## src/design/i2cm_pkg.sv

```systemverilog
// i2cm_pkg: word types, command codes and constants for the I2C master bit engine.
// Standalone package; imported by i2c_master_bit_engine_top.
`default_nettype none

package i2cm_pkg;

	// Command codes carried in the mode field
	localparam logic [2:0] MODE_TICK  = 3'd0;
	localparam logic [2:0] MODE_START = 3'd1;
	localparam logic [2:0] MODE_WRITE = 3'd2;
	localparam logic [2:0] MODE_READ  = 3'd3;
	localparam logic [2:0] MODE_STOP  = 3'd4;

	// Status codes
	localparam logic [1:0] STAT_ACK      = 2'd0;
	localparam logic [1:0] STAT_ADDR_NAK = 2'd1;
	localparam logic [1:0] STAT_DATA_NAK = 2'd2;

	// Address byte assembly
	localparam logic [7:0] ADDR_MASK = 8'hfe;
	localparam logic [7:0] DIR_MASK  = 8'h01;

	// Register reset value
	localparam logic [7:0] SLOT_TICKS_RST = 8'd8;

	// Line levels: bit 1 SCL, bit 0 SDA
	localparam logic [1:0] LINES_IDLE = 2'b11;

	typedef struct packed {
		logic [2:0] mode;
		logic [7:0] data_byte;
		logic       read_dir;
		logic       ack_after_read;
		logic       sda_in;
	} cmd_word_t;

	typedef struct packed {
		logic       scl_out;
		logic       sda_out;
		logic       busy_res;
		logic [7:0] rx_byte;
		logic       rx_valid;
		logic [1:0] status;
		logic       done_res;
	} rsp_word_t;

endpackage

`default_nettype wire

```

## src/design/i2c_master_bit_engine_top.sv

```systemverilog
// i2c_master_bit_engine_top: bit-level I2C master, one input word per bus tick.
// Depends on i2cm_pkg for word types, command codes and constants.
`default_nettype none

// Each accepted command word is one tick of the bus engine and produces exactly one
// response word carrying the SCL/SDA drive levels, busy, done, status and the last
// received byte. The engine takes one word every clock cycle while cmd_stall is low; a response word
// is presented once its command word has passed the input register and then the response register,
// and waits there as long as the response side stalls.
// Commands (start plus address, write, read, stop) are taken only while the engine is
// idle and are otherwise ignored. Each waveform slot lasts slot_ticks ticks (zero acts
// as one); write slot_ticks through the cfg port only while the engine is idle.
module i2c_master_bit_engine_top
	import i2cm_pkg::*;
(
	input  wire logic      clk,
	input  wire logic      arst_n,
	input  wire logic      cmd_valid,
	output logic           cmd_stall,
	input  wire cmd_word_t cmd_word,
	output logic           rsp_valid,
	input  wire logic      rsp_stall,
	output rsp_word_t      rsp_word,
	input  wire logic      cfg_valid,
	output logic           cfg_ready,
	input  wire logic [7:0] cfg_data
);

	typedef enum logic [3:0] {
		PH_IDLE, PH_PREP_LOW, PH_PREP_HIGH, PH_FALL,
		PH_WB_LOW, PH_WB_HIGH, PH_WA_LOW, PH_WA_HIGH,
		PH_RB_LOW, PH_RB_HIGH, PH_RA_LOW, PH_RA_HIGH,
		PH_SP_LOW, PH_SP_HIGH, PH_SP_RISE
	} phase_t;

	// Line levels driven on entry to a phase; idle keeps the current levels
	function automatic logic [1:0] enter_lines(phase_t p, logic [7:0] sb, logic [3:0] bp,
			logic ack, logic [1:0] cur);
		logic bitv;
		logic ackl;
		bitv = sb[3'd7 - bp[2:0]];
		ackl = ~ack;
		unique case (p)
			PH_PREP_LOW:  enter_lines = 2'b01;
			PH_PREP_HIGH: enter_lines = 2'b11;
			PH_FALL:      enter_lines = 2'b10;
			PH_WB_LOW:    enter_lines = {1'b0, bitv};
			PH_WB_HIGH:   enter_lines = {1'b1, bitv};
			PH_WA_LOW:    enter_lines = 2'b01;
			PH_WA_HIGH:   enter_lines = 2'b11;
			PH_RB_LOW:    enter_lines = 2'b01;
			PH_RB_HIGH:   enter_lines = 2'b11;
			PH_RA_LOW:    enter_lines = {1'b0, ackl};
			PH_RA_HIGH:   enter_lines = {1'b1, ackl};
			PH_SP_LOW:    enter_lines = 2'b00;
			PH_SP_HIGH:   enter_lines = 2'b10;
			PH_SP_RISE:   enter_lines = 2'b11;
			default:      enter_lines = cur;
		endcase
	endfunction

	// Input register
	logic      valid_s1;
	cmd_word_t word_s1;
	logic      advance;

	// Engine state
	phase_t     phase_q;
	logic [3:0] bit_q;
	logic [7:0] shift_q;
	logic [7:0] cnt_q;
	logic       addr_q;
	logic       ack_q;
	logic [1:0] lines_q;
	logic [1:0] status_q;
	logic [7:0] rx_q;
	logic [7:0] slot_q;

	// Next state
	phase_t     phase_d;
	logic [3:0] bit_d;
	logic [7:0] shift_d;
	logic [7:0] cnt_d;
	logic       addr_d;
	logic       ack_d;
	logic [1:0] lines_d;
	logic [1:0] status_d;
	logic [7:0] rx_d;
	rsp_word_t  rsp_d;

	logic       busy;
	logic [1:0] lines_shown;
	logic [7:0] ticks;
	logic       rxv;
	logic       done;

	assign advance   = valid_s1 & (~rsp_valid | ~rsp_stall);
	assign cmd_stall = valid_s1 & ~advance;
	assign cfg_ready = 1'b1;
	assign ticks     = (slot_q == 8'd0) ? 8'd1 : slot_q;

	// Compute one bus tick: command launch, then slot timing
	always_comb begin
		phase_d  = phase_q;
		bit_d    = bit_q;
		shift_d  = shift_q;
		cnt_d    = cnt_q;
		addr_d   = addr_q;
		ack_d    = ack_q;
		lines_d  = lines_q;
		status_d = status_q;
		rx_d     = rx_q;
		rxv      = 1'b0;
		done     = 1'b0;

		// Launch a command when idle
		if (phase_q == PH_IDLE) begin
			unique case (word_s1.mode)
				MODE_START: begin
					status_d = STAT_ACK;
					bit_d    = 4'd0;
					shift_d  = (word_s1.data_byte & ADDR_MASK) |
						({7'd0, word_s1.read_dir} & DIR_MASK);
					addr_d   = 1'b1;
					phase_d  = (lines_q == LINES_IDLE) ? PH_FALL : PH_PREP_LOW;
				end
				MODE_WRITE: begin
					status_d = STAT_ACK;
					bit_d    = 4'd0;
					shift_d  = word_s1.data_byte;
					addr_d   = 1'b0;
					phase_d  = PH_WB_LOW;
				end
				MODE_READ: begin
					status_d = STAT_ACK;
					bit_d    = 4'd0;
					ack_d    = word_s1.ack_after_read;
					shift_d  = 8'd0;
					phase_d  = PH_RB_LOW;
				end
				MODE_STOP: begin
					status_d = STAT_ACK;
					bit_d    = 4'd0;
					phase_d  = PH_SP_LOW;
				end
				default: begin
				end
			endcase
			if (phase_d != PH_IDLE) begin
				cnt_d   = 8'd0;
				lines_d = enter_lines(phase_d, shift_d, bit_d, ack_d, lines_q);
			end
		end

		busy        = (phase_d != PH_IDLE);
		lines_shown = lines_d;

		// Advance the slot counter and step the sequence at slot end
		if (busy) begin
			cnt_d = cnt_d + 8'd1;
			if (cnt_d >= ticks) begin
				unique case (phase_d)
					PH_PREP_LOW:  phase_d = PH_PREP_HIGH;
					PH_PREP_HIGH: phase_d = PH_FALL;
					PH_FALL:      phase_d = PH_WB_LOW;
					PH_WB_LOW:    phase_d = PH_WB_HIGH;
					PH_WB_HIGH: begin
						bit_d   = bit_d + 4'd1;
						phase_d = (bit_d >= 4'd8) ? PH_WA_LOW : PH_WB_LOW;
					end
					PH_WA_LOW:    phase_d = PH_WA_HIGH;
					PH_WA_HIGH: begin
						if (word_s1.sda_in) begin
							status_d = addr_d ? STAT_ADDR_NAK : STAT_DATA_NAK;
							phase_d  = PH_SP_LOW;
						end else begin
							done    = 1'b1;
							phase_d = PH_IDLE;
						end
					end
					PH_RB_LOW:    phase_d = PH_RB_HIGH;
					PH_RB_HIGH: begin
						shift_d = {shift_d[6:0], word_s1.sda_in};
						bit_d   = bit_d + 4'd1;
						phase_d = (bit_d >= 4'd8) ? PH_RA_LOW : PH_RB_LOW;
					end
					PH_RA_LOW:    phase_d = PH_RA_HIGH;
					PH_RA_HIGH: begin
						rx_d    = shift_d;
						rxv     = 1'b1;
						done    = 1'b1;
						phase_d = PH_IDLE;
					end
					PH_SP_LOW:    phase_d = PH_SP_HIGH;
					PH_SP_HIGH:   phase_d = PH_SP_RISE;
					default: begin
						done    = 1'b1;
						phase_d = PH_IDLE;
					end
				endcase
				cnt_d   = 8'd0;
				lines_d = enter_lines(phase_d, shift_d, bit_d, ack_d, lines_d);
			end
		end

		rsp_d.scl_out  = lines_shown[1];
		rsp_d.sda_out  = lines_shown[0];
		rsp_d.busy_res = busy;
		rsp_d.rx_byte  = rx_d;
		rsp_d.rx_valid = rxv;
		rsp_d.status   = status_d;
		rsp_d.done_res = done;
	end

	// Capture the incoming word whenever the input side is not stalled
	always_ff @(posedge clk or negedge arst_n) begin
		if (!arst_n) begin
			valid_s1 <= 1'b0;
			word_s1  <= '0;
		end else if (!cmd_stall) begin
			valid_s1 <= cmd_valid;
			word_s1  <= cmd_word;
		end
	end

	// Hold engine state, the slot register and the response word
	always_ff @(posedge clk or negedge arst_n) begin
		if (!arst_n) begin
			phase_q   <= PH_IDLE;
			bit_q     <= 4'd0;
			shift_q   <= 8'd0;
			cnt_q     <= 8'd0;
			addr_q    <= 1'b0;
			ack_q     <= 1'b0;
			lines_q   <= LINES_IDLE;
			status_q  <= STAT_ACK;
			rx_q      <= 8'd0;
			slot_q    <= SLOT_TICKS_RST;
			rsp_valid <= 1'b0;
			rsp_word  <= '0;
		end else begin
			if (cfg_valid && cfg_ready) begin
				slot_q <= cfg_data;
			end
			if (advance) begin
				phase_q  <= phase_d;
				bit_q    <= bit_d;
				shift_q  <= shift_d;
				cnt_q    <= cnt_d;
				addr_q   <= addr_d;
				ack_q    <= ack_d;
				lines_q  <= lines_d;
				status_q <= status_d;
				rx_q     <= rx_d;
				rsp_word <= rsp_d;
			end
			if (advance) begin
				rsp_valid <= 1'b1;
			end else if (!rsp_stall) begin
				rsp_valid <= 1'b0;
			end
		end
	end

	// A finished command always reports busy on its done tick
	a_done_busy: assert property (@(posedge clk) disable iff (!arst_n)
		rsp_valid |-> (!rsp_word.done_res || rsp_word.busy_res))
		else $error("done without busy");

	// A received byte is only flagged on the last tick of a read
	a_rxv_done: assert property (@(posedge clk) disable iff (!arst_n)
		rsp_valid |-> (!rsp_word.rx_valid || rsp_word.done_res))
		else $error("rx_valid without done");

	// The bit counter never runs past one byte
	a_bit_range: assert property (@(posedge clk) disable iff (!arst_n)
		bit_q <= 4'd8)
		else $error("bit position out of range");

	// The status code never takes the unused encoding
	a_status: assert property (@(posedge clk) disable iff (!arst_n)
		status_q != 2'd3)
		else $error("bad status code");

endmodule

`default_nettype wire
```

## config.mk

```make
export PLATFORM = sky130hd
export DESIGN_NAME = i2c_master_bit_engine_top
export DESIGN_NICKNAME = d
export VERILOG_FILES = /design/src/design/i2cm_pkg.sv /design/src/design/i2c_master_bit_engine_top.sv
export SDC_FILE = /design/constraint.sdc
export NUM_CORES = 1
export LEC_CHECK = 0
export BUFFER_PORTS_ARGS = -buffer_cell sky130_fd_sc_hd__buf_2
export CAP_MARGIN = 10
export CORE_ASPECT_RATIO = 0.7
export CORE_MARGIN = 3
export CORE_UTILIZATION = 45
export CTS_BUF_LIST = sky130_fd_sc_hd__clkbuf_2 sky130_fd_sc_hd__clkbuf_4 sky130_fd_sc_hd__clkbuf_8
export CTS_CLUSTER_SIZE = 28
export DETAILED_ROUTE_END_ITERATION = 8
export PLACE_DENSITY_LB_ADDON = 0.1
export SETUP_SLACK_MARGIN = 0.5
export SKIP_CTS_REPAIR_TIMING = 1
export SLEW_MARGIN = 20
export SYNTH_ARGS = -nofsm -noshare
export SYNTH_HDL_FRONTEND = slang
export SYNTH_SLANG_ARGS = --single-unit
export TNS_END_PERCENT = 5
```

## constraint.sdc

```tcl
create_clock -name clk -period 3.9 [get_ports clk]
set_input_delay 0.195 -clock clk [delete_from_list [all_inputs] [get_ports clk]]
set_output_delay 0.195 -clock clk [all_outputs]
set_load 0.02 [all_outputs]
```

### Word level (Yosys, flattened, before mapping)

Index checks and enable logic that the tools add are counted.

| word-level totals | value |
|---|---|
| bits in registers | 67 |
| bits in latches | 0 |
| RAM bits | 0 |
| bits in read-only memories | 0 |
| input bits | 27 |
| output and inout port bits | 18 |
| logic and storage cells | 164 |
| memories | 0 |

| operators by class | value |
|---|---|
| $add $sub $neg | 4 |
| multiply operators | 0 |
| div/mod/pow operators | 0 |
| $lt $le $gt $ge | 4 |
| equality and inequality tests | 47 |
| shifts and indexed selects | 0 |
| mux-type cells | 64 |
| bitwise gates (word level) | 9 |
| reductions and logical operators | 14 |

Operator list:

| kind | number |
|---|---|
| 8-bit 2-to-1 mux | 12 |
| 4-bit == test (second input constant) | 20 |
| 4-bit 2-to-1 mux | 15 |
| 4-bit by 3-bit == test with 1-bit output (second input constant) | 12 |
| 4-bit case mux with 12 select lines | 1 |
| 2-bit case mux with 8 select lines | 2 |
| 2-bit 2-to-1 mux | 14 |
| 4-bit by 2-bit == test with 1-bit output (second input constant) | 6 |
| 8-bit case mux with 3 select lines | 1 |
| 4-bit case mux with 4 select lines | 1 |
| 1-bit 2-to-1 mux | 14 |
| 4-bit by 1-bit == test with 1-bit output (second input constant) | 3 |
| 4-bit OR reduction | 3 |
| 11-bit OR reduction | 1 |
| 8-bit by 1-bit adder with 8-bit output (second input constant) | 1 |
| 8-bit greater-or-equal comparator | 1 |
| 8-bit zero test | 1 |
| 3-bit by 4-bit < comparator with 1-bit output (second input constant) | 2 |
| 8-bit by 1-bit OR with 8-bit output | 1 |
| 4-bit nonzero test | 2 |
| 1-bit binary-select mux with 3-bit select | 2 |
| 3-bit by 2-bit == test with 1-bit output (second input constant) | 2 |
| 2-bit OR reduction | 3 |
| 3-bit OR reduction | 2 |
| 13 further kinds | 20 |

### Depth between registers and ports, before layout

| depth | value |
|---|---|
| depth after elaboration | 17 |
| depth in mapped cells | 19 |
| gate-level depth less buffers | 15 |

### Worst setup path after synthesis

OpenSTA, ideal clock, no wires.

| path | value |
|---|---|
| path kind | flip-flop to flip-flop |
| start | register phase_q[1] |
| end | register shift_q[2] |
| library setup time | 0.133 ns |
| arrival | 3.595 ns |
| required time | 3.767 ns |
| setup slack | 0.172 ns |
| cell stages (with the launch flop) | 20 |
| path buffers | 4 |
| clock period less this slack | 3.728 ns |
| cells stage by stage | dfrtp_1 clkbuf_8 nor4_4 nand3_1 clkbuf_1 and2_1 ha_1 nand3_1 xor2_1 nor2_1 ha_1 a21o_1 a21oi_1 o21ai_0 a31o_2 clkbuf_1 and2_1 clkbuf_1 a311oi_1 a21oi_1 |

| between the ends | value |
|---|---|
| longest elaborated chain between the ends | 9 |
| elaborated cells between the ends (all ways) | 17 |
| classes of those cells | add/sub (1); order compare (1); eq/ne (1); mux (11); reduce/logical (3) |

Ends and longest elaborated chain:

| what | line | RTL |
|---|---|---|
| start, declared | i2c_master_bit_engine_top.sv:68 | `phase_t phase_q;` |
| start signal, assigned | i2c_master_bit_engine_top.sv:246 | `phase_q <= phase_d;` |
| 4-bit case mux with 4 select lines | i2c_master_bit_engine_top.sv:118 | `unique case (word_s1.mode)` |
| 4-bit 2-to-1 mux | i2c_master_bit_engine_top.sv:117 | `if (phase_q == PH_IDLE) begin` |
| 4-bit nonzero test or 4-bit 2-to-1 mux (tied branches) | i2c_master_bit_engine_top.sv:149, i2c_master_bit_engine_top.sv:117 |  |
| 8-bit 2-to-1 mux or 4-bit == test (tied branches) | i2c_master_bit_engine_top.sv:149, i2c_master_bit_engine_top.sv:162 |  |
| 8-bit 2-to-1 mux, on equally long branches | i2c_master_bit_engine_top.sv:117, i2c_master_bit_engine_top.sv:162 |  |
| 8-bit by 1-bit adder with 8-bit output or 8-bit 2-to-1 mux (tied branches) | i2c_master_bit_engine_top.sv:160, i2c_master_bit_engine_top.sv:161 |  |
| 8-bit greater-or-equal comparator or 8-bit 2-to-1 mux (tied branches) | i2c_master_bit_engine_top.sv:161, i2c_master_bit_engine_top.sv:159 |  |
| 8-bit 2-to-1 mux | i2c_master_bit_engine_top.sv:161 | `if (cnt_d >= ticks) begin` |
| 8-bit 2-to-1 mux (*) | i2c_master_bit_engine_top.sv:159 | `if (busy) begin` |
| end signal, assigned | i2c_master_bit_engine_top.sv:248 | `shift_q <= shift_d;` |
| end, declared | i2c_master_bit_engine_top.sv:70 | `logic [7:0] shift_q;` |

Every way passes the cells marked *; elsewhere a longest branch is shown, timed or not. The select of a mux whose other input is x is not followed.
A chain may end at the register's enable or synchronous reset.

### Final worst setup path

| path | value |
|---|---|
| start | register phase_q[1] |
| end | register status_q[1] |

| between the ends | value |
|---|---|
| longest elaborated chain between the ends | 9 |
| elaborated cells between the ends (all ways) | 18 |
| classes of those cells | add/sub (1); order compare (1); eq/ne (1); mux (12); reduce/logical (3) |

Ends and longest elaborated chain:

| what | line | RTL |
|---|---|---|
| 4-bit case mux with 4 select lines | i2c_master_bit_engine_top.sv:118 |  |
| 4-bit 2-to-1 mux | i2c_master_bit_engine_top.sv:117 |  |
| 4-bit nonzero test | i2c_master_bit_engine_top.sv:149 | `if (phase_d != PH_IDLE) begin` |
| 8-bit 2-to-1 mux | i2c_master_bit_engine_top.sv:149 |  |
| 8-bit 2-to-1 mux | i2c_master_bit_engine_top.sv:117 |  |
| 8-bit by 1-bit adder with 8-bit output | i2c_master_bit_engine_top.sv:160 | `cnt_d = cnt_d + 8'd1;` |
| 8-bit greater-or-equal comparator | i2c_master_bit_engine_top.sv:161 |  |
| 2-bit 2-to-1 mux | i2c_master_bit_engine_top.sv:161 |  |
| 2-bit 2-to-1 mux (*) | i2c_master_bit_engine_top.sv:159 |  |
| end signal, assigned | i2c_master_bit_engine_top.sv:253 | `status_q <= status_d;` |
| end, declared | i2c_master_bit_engine_top.sv:75 | `logic [1:0] status_q;` |

Marks and branches as above.

==> impl_metrics.toml <==
[synth]
synth_ff_type = "dfrtp_1"
yosys.area_share.simple_pct = 18.61
async_flop_share_pct = 100.0
synth_area_leaders = "dfrtp_1, nand2_1, o21ai_0"
syn_nets = 516
synth_most_common_cell = "nand2_1"
ys_seq_area_share_pct = 39.18
synth-seq-cells = 67
synth_top_family_by_area = "compound AO/OA/AOI/OAI gates"
synth_edf_count = 0
synth_cell_types = 72
synthCells = 479
syn-cell-area_sq_um = 4289
avgSynthCellArea_sq_um = 8.954
yosysWarnings = 0
post_synth_most_frequent_cells = "nand2_1, dfrtp_1, o21ai_0"
synth_compound_area_share_pct = 24.12
synth_fa_ha_area_share_pct = 2.917
synth_top_area_share_pct = 37.34
synth_area_leader_cell = "dfrtp_1"
synthMuxAreaShare_pct = 6.097
synth-xor-area-share_pct = 2.480

[critical_path]
start_kind = "register"
crit_family = "simple AND/OR/NAND/NOR gates"
critPathMaxStageDelay_ns = 0.41
r2r_slack_ns = 0.58
worstPathArrival_ns = 3.57
critPathKind = "reg2reg"
crit_path_end_kind = "register"
path_buf_inv = 1
path_max_fanout = 20
crit_required_ns = 4.14
crit_chain = "nor4_4 -> nand3_4 -> and2_4 -> ha_4 -> nand3_2 -> xor2_2 -> nor2_1 -> ha_1 -> a21o_1 -> a21oi_1 -> o21ai_1 -> a31o_4 -> buf_12 -> and2_1 -> a32o_1"
cp_slowest_cell = "dfrtp_1"

[placed_design]
gp_congestion = 0.8805
dp_slack_ns = 0.3072
place_area_sq_um = 4622
port-buffer-count = 43
dp_hpwl_microns = 8364

[cells_and_area]
areaGrowthSynthToFinish_pct = 15.46
n_fill_cell = 894
post-route-cell-area_sq_um = 4952
fin_nets = 563
layout-drive-gt1-share_pct = 25.61
antenna-diode-count = 0

[pwr]
switching_share_pct = 43.05
cellLeakagePower_nw = 2.241
pwr-share-comb_pct = 50.0
seqPwrFrac_pct = 29.4
internal_power_mw = 1.838
pwr_density_cell_nw_per_um2 = 651.7
pwr-share-clk_pct = 20.7
switching_power_mw = 1.390
ir_drop_mv = 0.2554
p_total_mw = 3.228

[drt]
ant_nets = 0
vias = 3836
via_per_inst = 5.856
drc = 0
wire_per_inst_microns = 17.97
drtIter0Drc = 408
drt_wl_total_microns = 11770
firstDrtPassIters = 5

[clock_network]
clkSinkCount = 67
cts_tree = "yes"
clkLatencyLatePin_ns = 0.36
numCtsBuffers = 9
clk_pin_slew_ns = 0.07
h-tree-depth = 3
cts.path.max_buffers = 2
cts-root-buf = "clkbuf_8"

[sta]
whs_ns = -0.05360
tightest_slew_ns = 0.8497
fin_skew_ns = 0.008490
fmax_ghz = 0.3009
slew_headroom_pct = 43.35
fin_ws_ns = 0.5761
timing.setup.tns_ns = 0
fin_crit_sh_pct = 85.23
hold_violations = 33
period_needed_ns = 3.324
rsz0062_at_grt = "true"
final-setup-viol-count = 0
final_max_slew_viol_count = 0

[outcome]
violations = "negative hold slack"
outcome = "complete, but fails checks"

[global_route]
grt_use_total_pct = 22.85
overflow = 0
antenna_found_initial = 0
grt_pass1_wl_microns = 18950
grt_max_degree = 40
grt_pass1_vias = 3476

[die]
num_rows = 29
fp.dieH_microns = 87.68
die_area_sq_um = 10760
die_x_microns = 122.7
core_region_area_sq_um = 9180
start_util_pct = 46.72
ioPinCount = 45

[hold_path]
hold_path.class = "in2async"

[run]
maxCapViolCount = 0
==> metal layers <==
layer,GRT usage [%],routed length [microns],part of all wire [%],vias up
met5,0,0,0,-
met4,6.098,107,0.91,0
met3,5.617,845,7.2,11
met2,30.39,4857,41,135
met1,36.23,5961,51,1858
li1,-,-,-,1832
==> through the flow <==
| stage | util [%] | std cells | hold slack, ns |
|---|---|---|---|
| 6_report | 53.95 | 655 | -0.05360 |
| 2_1_floorplan | - | 479 | -0.1006 |
| 3_3_place_gp | 50.35 | 632 | 0.3508 |
| 5_1_grt | 53.95 | 655 | 0.001600 |
| 3_5_place_dp | 50.35 | 632 | 0.3609 |
| 4_1_cts | 52.81 | 648 | -0.01941 |
==> layout by cell type (no fill, tap or decap), types with 4 or more instances in the layout <==
master,instances
nand4_1,6
a32oi_1,7
a211oi_1,5
nand2_1,77
nand2b_1,5
nor3_1,5
o211ai_1,6
nor2_1,20
mux2_2,15
and3_1,8
o21bai_1,5
ha_1,9
a22oi_1,9
dfrtp_1,63
clkbuf_8,10
mux2i_1,7
buf_2,43
o21ai_0,51
xnor2_1,5
buf_4,26
and2_1,4
a21oi_1,25
o41ai_1,4
nand3_1,12
a31oi_1,8
nor3b_1,4
a21o_1,7
inv_1,14
==> state kept, by name (all words and copies together), names as in the netlist <==
name / count
word_s1: 14
cnt_q: 8
rx_q: 8
shift_q: 8
slot_q: 8
rsp_word: 5
bit_q: 4
phase_q: 4
lines_q: 2
status_q: 2
ack_q: 1
addr_q: 1
rsp_valid: 1
valid_s1: 1
==> worst paths after layout <==
path / start / endpoint / depth (start not counted)
max reg2reg: phase_q[1]$_DFFE_PN0P_ / status_q[1]$_DFFE_PN0P_ / 15
min in group clk: cmd_valid / valid_s1$_DFFE_PN0N_ / 2
min: arst_n / status_q[0]$_DFFE_PN0P_ / 1
max in group asynchronous: arst_n / slot_q[3]$_DFFE_PN1P_ / 2
min reg2reg: rsp_word[12]$_DFFE_PN0P_ / rsp_word[12]$_DFFE_PN0P_ / 2
max: phase_q[1]$_DFFE_PN0P_ / status_q[1]$_DFFE_PN0P_ / 15
==> cell families (layout without fill, tap and decap cells) <==
logic type	count (synthesis)	count (layout)
muxes	23	23
adders and majority gates	10	10
other	1	1
AOI/OAI and AO/OA	158	158
DFF	67	67
xor gates and xnor gates	10	10
buffers and inverters	49	101
and+or+nand+nor	161	161
==> area by class of cell <==
class	instances	area, sq um	area share [%]
Multi-Input combinational cell	363	2402	48.51
Tap cell	124	155.1	3.133
Clock inverter	6	88.84	1.794
Sequential cell	67	1682	33.96
Clock buffer	10	137.6	2.779
Timing Repair Buffer	70	430.4	8.691
Inverter	15	56.30	1.137
==> worst register-to-register path: stages, from the launching register on <==
cell,delay (ns)
dfrtp_1,0.41
nor4_4,0.41
nand3_4,0.17
and2_4,0.20
ha_4,0.17
nand3_2,0.08
xor2_2,0.16
nor2_1,0.07
ha_1,0.29
a21o_1,0.18
a21oi_1,0.11
o21ai_1,0.09
a31o_4,0.28
buf_12,0.17
and2_1,0.17
a32o_1,0.27
==> power by group through the flow <==
stage | Sequential (mW) | Clock, mW | Combinational [mW]
after floorplan | 0.944 | 0 | 1.15
after global placement | 0.952 | 0 | 1.52
after detailed placement | 0.955 | 0 | 1.53
after CTS | 0.943 | 0.683 | 1.54
after global routing | 0.963 | 0.719 | 1.78
final | 0.947 | 0.667 | 1.61
Note: power is estimated with default switching activity, not from simulation.
